--- config.mk ---
export PLATFORM = sky130hd
export DESIGN_NAME = pru_seq
export DESIGN_NICKNAME = d
export VERILOG_FILES = /design/src/hw/rtl/pru_pkg.sv /design/src/hw/rtl/pru_seq.sv
export SDC_FILE = /design/constraint.sdc
export NUM_CORES = 1
export LEC_CHECK = 0
export BUFFER_PORTS_ARGS = -buffer_cell sky130_fd_sc_hd__buf_2
export CELL_PAD_IN_SITES_DETAIL_PLACEMENT = 1
export CELL_PAD_IN_SITES_GLOBAL_PLACEMENT = 1
export CORE_UTILIZATION = 40
export CTS_CLUSTER_DIAMETER = 30
export DETAILED_ROUTE_END_ITERATION = 10
export PLACE_DENSITY_LB_ADDON = 0.1
export SYNTH_ARGS = -nofsm -noshare
export SYNTH_HDL_FRONTEND = slang
export SYNTH_SLANG_ARGS = --single-unit
--- constraint.sdc ---
create_clock -name clk -period 6.7 [get_ports clk]
set_input_delay 1.34 -clock clk [delete_from_list [all_inputs] [get_ports clk]]
set_output_delay 1.34 -clock clk [all_outputs]
set_load 0.05 [all_outputs]
--- src/hw/rtl/pru_pkg.sv ---
// Shared types and codes of the pixel replication upscaler.
`timescale 1ns / 1ps
package pru_pkg;

	localparam logic CMD_LOAD = 1'b0;
	localparam logic CMD_PULL = 1'b1;

	localparam int CFG_IDX_W  = 2;
	localparam int CFG_DATA_W = 11;
	localparam int PIX_W      = 24;

	typedef enum logic [CFG_IDX_W-1:0] {
		REG_SCALE  = 2'd0,
		REG_WIDTH  = 2'd1,
		REG_HEIGHT = 2'd2
	} reg_idx_t;

	typedef enum logic [1:0] {
		ST_LOAD_OK   = 2'd0,
		ST_LOAD_BUSY = 2'd1,
		ST_EMIT      = 2'd2,
		ST_EMPTY     = 2'd3
	} status_t;

	typedef struct packed {
		logic    wr;
		logic    rd;
		status_t status;
		logic    eor;
		logic    eof;
	} seq_ctrl_t;

endpackage

--- src/hw/rtl/pru_seq.sv ---
// Configuration registers and raster counters of the upscaler; issues line store ops.
`timescale 1ns / 1ps
module pru_seq #(
	parameter int MAX_WIDTH  = 1024,
	parameter int MAX_HEIGHT = 1024,
	parameter int MAX_SCALE  = 8,
	parameter int AW         = 10
) (
	input  logic                          clk,
	input  logic                          arst_n,
	input  logic                          cfg_we,
	input  logic [pru_pkg::CFG_IDX_W-1:0]  cfg_index,
	input  logic [pru_pkg::CFG_DATA_W-1:0] cfg_data,
	input  logic                          take,
	input  logic                          cmd,
	output pru_pkg::seq_ctrl_t            ctrl,
	output logic [AW-1:0]                 wr_addr,
	output logic [AW-1:0]                 rd_addr
);
	import pru_pkg::*;

	localparam int SW  = $clog2(MAX_SCALE + 1);
	localparam int RW  = (MAX_SCALE > 1) ? $clog2(MAX_SCALE) : 1;
	localparam int WW  = $clog2(MAX_WIDTH + 1);
	localparam int HW  = $clog2(MAX_HEIGHT + 1);
	localparam int RHW = (MAX_HEIGHT > 1) ? $clog2(MAX_HEIGHT) : 1;

	logic [SW-1:0]  scale_q;
	logic [WW-1:0]  width_q;
	logic [HW-1:0]  height_q;
	logic [AW-1:0]  load_idx_q;
	logic           row_ready_q;
	logic [AW-1:0]  src_col_q;
	logic [RW-1:0]  col_rep_q;
	logic [RW-1:0]  row_rep_q;
	logic [RHW-1:0] src_row_q;

	logic [WW-1:0] load_nxt;
	logic          last_rep, last_col, last_rrep, last_row;

	// Limits are saturated into their legal ranges as they are written.
	always_ff @(posedge clk or negedge arst_n) begin
		if (!arst_n) begin
			scale_q  <= SW'(1);
			width_q  <= WW'(1);
			height_q <= HW'(1);
		end else if (cfg_we) begin
			unique case (cfg_index)
				REG_SCALE: begin
					if (cfg_data[3:0] == 4'd0)
						scale_q <= SW'(1);
					else if (int'(cfg_data[3:0]) > MAX_SCALE)
						scale_q <= SW'(MAX_SCALE);
					else
						scale_q <= SW'(cfg_data[3:0]);
				end
				REG_WIDTH: begin
					if (cfg_data == '0)
						width_q <= WW'(1);
					else if (int'(cfg_data) > MAX_WIDTH)
						width_q <= WW'(MAX_WIDTH);
					else
						width_q <= WW'(cfg_data);
				end
				REG_HEIGHT: begin
					if (cfg_data == '0)
						height_q <= HW'(1);
					else if (int'(cfg_data) > MAX_HEIGHT)
						height_q <= HW'(MAX_HEIGHT);
					else
						height_q <= HW'(cfg_data);
				end
				default: begin
				end
			endcase
		end
	end

	assign load_nxt  = WW'(load_idx_q) + WW'(1);
	assign last_rep  = (SW'(col_rep_q) + SW'(1)) >= scale_q;
	assign last_col  = (WW'(src_col_q) + WW'(1)) >= width_q;
	assign last_rrep = (SW'(row_rep_q) + SW'(1)) >= scale_q;
	assign last_row  = (HW'(src_row_q) + HW'(1)) >= height_q;

	assign wr_addr = load_idx_q;
	assign rd_addr = src_col_q;

	always_comb begin
		ctrl        = '0;
		ctrl.status = ST_LOAD_OK;
		if (take) begin
			if (cmd == CMD_LOAD) begin
				if (row_ready_q) begin
					ctrl.status = ST_LOAD_BUSY;
				end else begin
					ctrl.wr     = 1'b1;
					ctrl.status = ST_LOAD_OK;
				end
			end else if (!row_ready_q) begin
				ctrl.status = ST_EMPTY;
			end else begin
				ctrl.rd     = 1'b1;
				ctrl.status = ST_EMIT;
				ctrl.eor    = last_rep && last_col;
				ctrl.eof    = last_rep && last_col && last_rrep && last_row;
			end
		end
	end

	always_ff @(posedge clk or negedge arst_n) begin
		if (!arst_n) begin
			load_idx_q  <= '0;
			row_ready_q <= 1'b0;
			src_col_q   <= '0;
			col_rep_q   <= '0;
			row_rep_q   <= '0;
			src_row_q   <= '0;
		end else if (ctrl.wr) begin
			if (load_nxt >= width_q) begin
				load_idx_q  <= '0;
				row_ready_q <= 1'b1;
				src_col_q   <= '0;
				col_rep_q   <= '0;
				row_rep_q   <= '0;
			end else begin
				load_idx_q <= AW'(load_nxt);
			end
		end else if (ctrl.rd) begin
			if (!last_rep) begin
				col_rep_q <= col_rep_q + RW'(1);
			end else begin
				col_rep_q <= '0;
				if (!last_col) begin
					src_col_q <= src_col_q + AW'(1);
				end else begin
					src_col_q <= '0;
					if (!last_rrep) begin
						row_rep_q <= row_rep_q + RW'(1);
					end else begin
						// release the row and step to the next source row, or back to row zero after the last
						row_rep_q   <= '0;
						row_ready_q <= 1'b0;
						src_row_q   <= last_row ? '0 : src_row_q + RHW'(1);
					end
				end
			end
		end
	end

	a_one_op: assert property (@(posedge clk) disable iff (!arst_n)
		!(ctrl.wr && ctrl.rd))
		else $error("line store written and read by one word");

	a_rd_emits: assert property (@(posedge clk) disable iff (!arst_n)
		ctrl.rd |-> (ctrl.status == ST_EMIT) && row_ready_q)
		else $error("read issued without a held row");

	a_release: assert property (@(posedge clk) disable iff (!arst_n)
		$fell(row_ready_q) |-> $past(ctrl.rd && ctrl.eor))
		else $error("row released off an output row end");

	a_hold_rise: assert property (@(posedge clk) disable iff (!arst_n)
		$rose(row_ready_q) |-> $past(ctrl.wr) && load_idx_q == '0)
		else $error("row held without a completing load");

endmodule

-- After elaboration in Yosys (flattened, before gate mapping)
Index checks and enable logic that the tools add are counted.
- flip-flop bits (word level): 63
- input port bits: 18
- output and inout port bits: 26
- word-level logic and storage cells: 83
- reductions and logical operators: 18
- eq/ne operators: 3
- bitwise operators: 1
- mux-type cells: 36
- $add $sub $neg: 9
- $lt $le $gt $ge: 7
- operator list (cell ; count):
    2-to-1 mux 10 bit ; 7
    adder 10 x 1 -> 11 bit (second input constant) ; 3
    greater-or-equal comparator 11 bit ; 3
    2-to-1 mux 3 bit ; 9
    2-to-1 mux 11 bit ; 2
    adder 10 x 1 -> 10 bit (second input constant) ; 2
    2-to-1 mux 1 bit ; 12
    > comparator 11 bit (second input constant) ; 1
    logical NOT 11 bit ; 1
    AND reduction 5 bit ; 2
    adder 3 x 1 -> 4 bit (second input constant) ; 2
    greater-or-equal comparator 4 bit ; 2
    2-to-1 mux 4 bit ; 2
    AND reduction 2 bit ; 4
    nonzero test 2 bit ; 4
    adder 3 x 1 -> 3 bit (second input constant) ; 2
    2-to-1 mux 2 bit ; 3
    2-to-1 mux 6 bit ; 1
    > comparator 4 bit (second input constant) ; 1
    logical NOT 4 bit ; 1
    AND reduction 4 bit ; 1
    logical AND 1 bit ; 3
    AND reduction 3 bit ; 1
    equality test 2 x 1 -> 1 bit (second input constant) ; 1
    other kinds (4) ; 4

-- Depth between registers and ports, before layout
- depth in word-level cells: 10
- depth in mapped cells: 13
- mapped depth without buffers: 12

-- Least setup slack after synthesis
OpenSTA, ideal clock, no wires.
- path type: reg2out
- start point: register src_col_q[2], in the netlist rd_addr[2]
- end point: output ctrl[0] (netlist bit)
- data arrival time: 3418 ps
- cell stages (with the launch flop): 13
- required time: 5360 ps
- path slack: 1942 ps
- path buffers: 1
- path through: dfrtp_1 and3_1 and3_1 clkbuf_1 nand3_1 xnor2_1 ha_1 nand4_1 nor3_1 o31ai_1 nand2_1 and4_1 and3b_1
- RTL lines (what ; line ; RTL):
    from (decl) ; pru_seq.sv:33 ; logic [AW-1:0] src_col_q;
    from (signal assigned) ; pru_seq.sv:134 ; src_col_q <= src_col_q + AW'(1);
    to (decl) ; pru_seq.sv:16 ; output pru_pkg::seq_ctrl_t ctrl,

==> flow_metrics.tcl <==
set metrics [dict create \
    status "completed" \
    drc 0 \
    slowest_stage "o21ai_1" \
    slew_headroom 0.434 \
    nets 550 \
    rows 36 \
    yosysUniqueCellTypes 59 \
    gp_congestion 0.736 \
    worstSetupEndpointType "output port" \
    syn2layout_area_growth_pct 14.7 \
    p_leak_nw 2.44 \
    routed_wl_um 9950 \
    mostFrequentLayoutCells "60 x dfrtp_1, 48 x ha_1, 44 x nand2_1, 43 x buf_2, 35 x inv_1" \
    r2r_slack_ns 3.31 \
    hpwl_um 7590 \
    cts.sinks 63 \
    rsz0062_at_grt "no" \
    grt_antenna_before_repair 0 \
    path_delay_family "simple AND/OR/NAND/NOR gates" \
    path_cells "and3_1 > nand3_1 > or2_2 > xnor2_1 > ha_1 > and3_1 > nand3_1 > o21a_1 > o21ai_1 > and3b_1 > buf_2" \
    ant_nets 0 \
    r2r_cells 11 \
    final_cells 622 \
    cts_made_buffers 9 \
    setup-tns-final_ns 0 \
    nFillCells 1167 \
    timing.fmax_mhz 214 \
    ctsRootBufferMaster "clkbuf_8" \
    synth_seq_cells 63 \
    dr.pass1.iters 4 \
    die_y_um 104 \
    path_buf_inv 1 \
    dpl.cell_count 606 \
    arrival_ns 3.34 \
    grt_max_degree 64 \
    drt_iter0_drc 79 \
    design.die.area_um2 10800 \
    synth_ff_type "dfrtp_1" \
    start_util 0.420 \
    slowest_delay_ns 0.46 \
    post_cts_resized 0 \
    grtUsageTotal 0.198 \
    ys_seq_area_frac 0.380 \
    grt_pass1_wl_um 17000 \
    wl_per_cell_um 16.0 \
    ioPinCount 44 \
    post_cts_buffers 0 \
    worstMarginPinSlew_ns 0.849 \
    fin_skew_ns 0.0131 \
    p_total_mw 1.60 \
    num_vias 3289 \
    final_common_cell "dfrtp_1" \
    cts_max_level 3 \
    portBuffers 43 \
    synth_area_um2 4160 \
    die_w_um 104 \
    p_per_area_nw_per_um2 336 \
    cts_buffer_depth 2 \
    whs_endpoint "width_q[5]" \
    ys_top_cells_by_area "dfrtp_1 36%, ha_1 14%, nand2_1 4.0%, o21ai_0 3.4%, inv_1 3.2%" \
    setup_viol 0 \
    syn-num-nets 504 \
    n_antenna_cell 0 \
    worstSetupPathType "reg -> out" \
    core_um2 9910 \
    r2r_end "rd_addr[8]" \
    synth_area_leader_cell "dfrtp_1" \
    synth-edff-count 0 \
    whs_path_depth 2 \
    cts_hold_buffers 0 \
    cp_max_fo 7 \
    worstHoldStart "width_q[5]" \
    synth_warnings 0 \
    hold_path.class "reg -> reg" \
    grt_overflow 0 \
    drv_slew 0 \
    syn_inst 438 \
    placed_area_um2 4510 \
    syn_avg_cell_area_um2 9.49 \
    worstReg2RegStart "wr_addr[0]" \
    clkTransAtPathRegs_ns 0.07 \
    peakVddDrop_mv 0.138 \
    grt_pass1_vias 3497 \
    drv_cap 0 \
    hold_viol 0 \
    crit_required_ns 5.36 \
    drive_above_1_share 0.180 \
    period_share 0.698 \
    fin_area_um2 4770 \
    clk_latency_ns 0.36 \
    yosysTopAreaCellShare 0.361 \
    cts_tree "yes" \
    critical_path.startpoint_type "flip-flop" \
    min_period_ns 4.68 \
    viasPerCell 5.29 \
    synth-async-reset-ratio 1.00 \
]
## kinds of logic after synthesis
family | after synthesis | share of synthesized area
compound gates | 93 | 0.152
buf+inv | 47 | 0.0466
flops | 63 | 0.380
xor+xnor | 26 | 0.0548
simple gates | 147 | 0.183
fa+ha+maj | 48 | 0.144
mux | 14 | 0.0394
## registers in the layout, indices dropped and copies added (netlist names)
signal and count:
col_rep_q 3, height_q 11, rd_addr 10, row_ready_q 1
row_rep_q 3, scale_q 4, src_row_q 10, width_q 11
wr_addr 10
## tightest hold or removal path, cell delays in order, from the launching register on
cell and delay, ns:
dfrtp_1 0.35, nand2_1 0.05, o21ai_0 0.06
## Yosys cell counts (all sizes together), types with 3 or more instances
cell / n
inv: 35
nor3: 3
nand3: 21
ha: 48
a21oi: 13
nand2: 44
nand3b: 3
nand2b: 15
mux2: 10
xor2: 11
a21o: 5
nor2: 23
or2: 3
nor3b: 3
nand4: 3
dfrtp: 60
a221o: 3
o21ai: 32
o31ai: 4
o21a: 3
a22o: 17
buf: 4
and3: 15
o22ai: 5
clkbuf: 8
dfstp: 3
nor2b: 3
xnor2: 15
and2: 4
mux2i: 4
## routing by layer
layer  wire length (µm)  track usage
met3                225       0.0357
met5                  0            0
met1               4750        0.250
met2               4790        0.335
met4                186       0.0796
## worst max path at each step
stage / slack, ns / depth (start not counted) / to / startpoint
3_5_place_dp: 2.39 / 11 / ctrl[0] / src_row_q[0]
6_report: 2.02 / 11 / ctrl[0] / src_row_q[0]
3_3_place_gp: 2.46 / 11 / ctrl[0] / src_row_q[0]
2_1_floorplan: 1.94 / 12 / ctrl[0] / rd_addr[2]
5_1_grt: 1.73 / 13 / ctrl[0] / rd_addr[0]
4_1_cts: 1.98 / 11 / ctrl[0] / src_row_q[0]
## layout make-up
| cell class | instances | area, µm² | share of cell area |
|---|---|---|---|
| multi-input combinational | 328 | 2380 | 0.500 |
| sequential | 63 | 1580 | 0.331 |
| timing repair buffer | 47 | 245 | 0.0514 |
| tap | 133 | 166 | 0.0349 |
| clock inverter | 6 | 133 | 0.0278 |
| inverter | 35 | 131 | 0.0276 |
| clock buffer | 10 | 128 | 0.0268 |
## stage by stage
step / setup slack, ns / utilization / hold WS (ns)
finish: 2.02 / 0.481 / 0.488
global route: 1.73 / 0.481 / 0.518
CTS: 1.98 / 0.481 / 0.497
detailed placement: 2.39 / 0.455 / 0.478
global placement: 2.46 / 0.455 / 0.463
floorplan: 1.94 / - / 0.450
## report_power, final
part | leakage (nW) | internal, mW | switching [mW] | total [mW]
clock network | 0.126 | 0.284 | 0.164 | 0.449
registers | 0.826 | 0.450 | 0.0759 | 0.526
logic | 1.48 | 0.237 | 0.391 | 0.628
No activity file was read; power rests on OpenSTA's default activity.
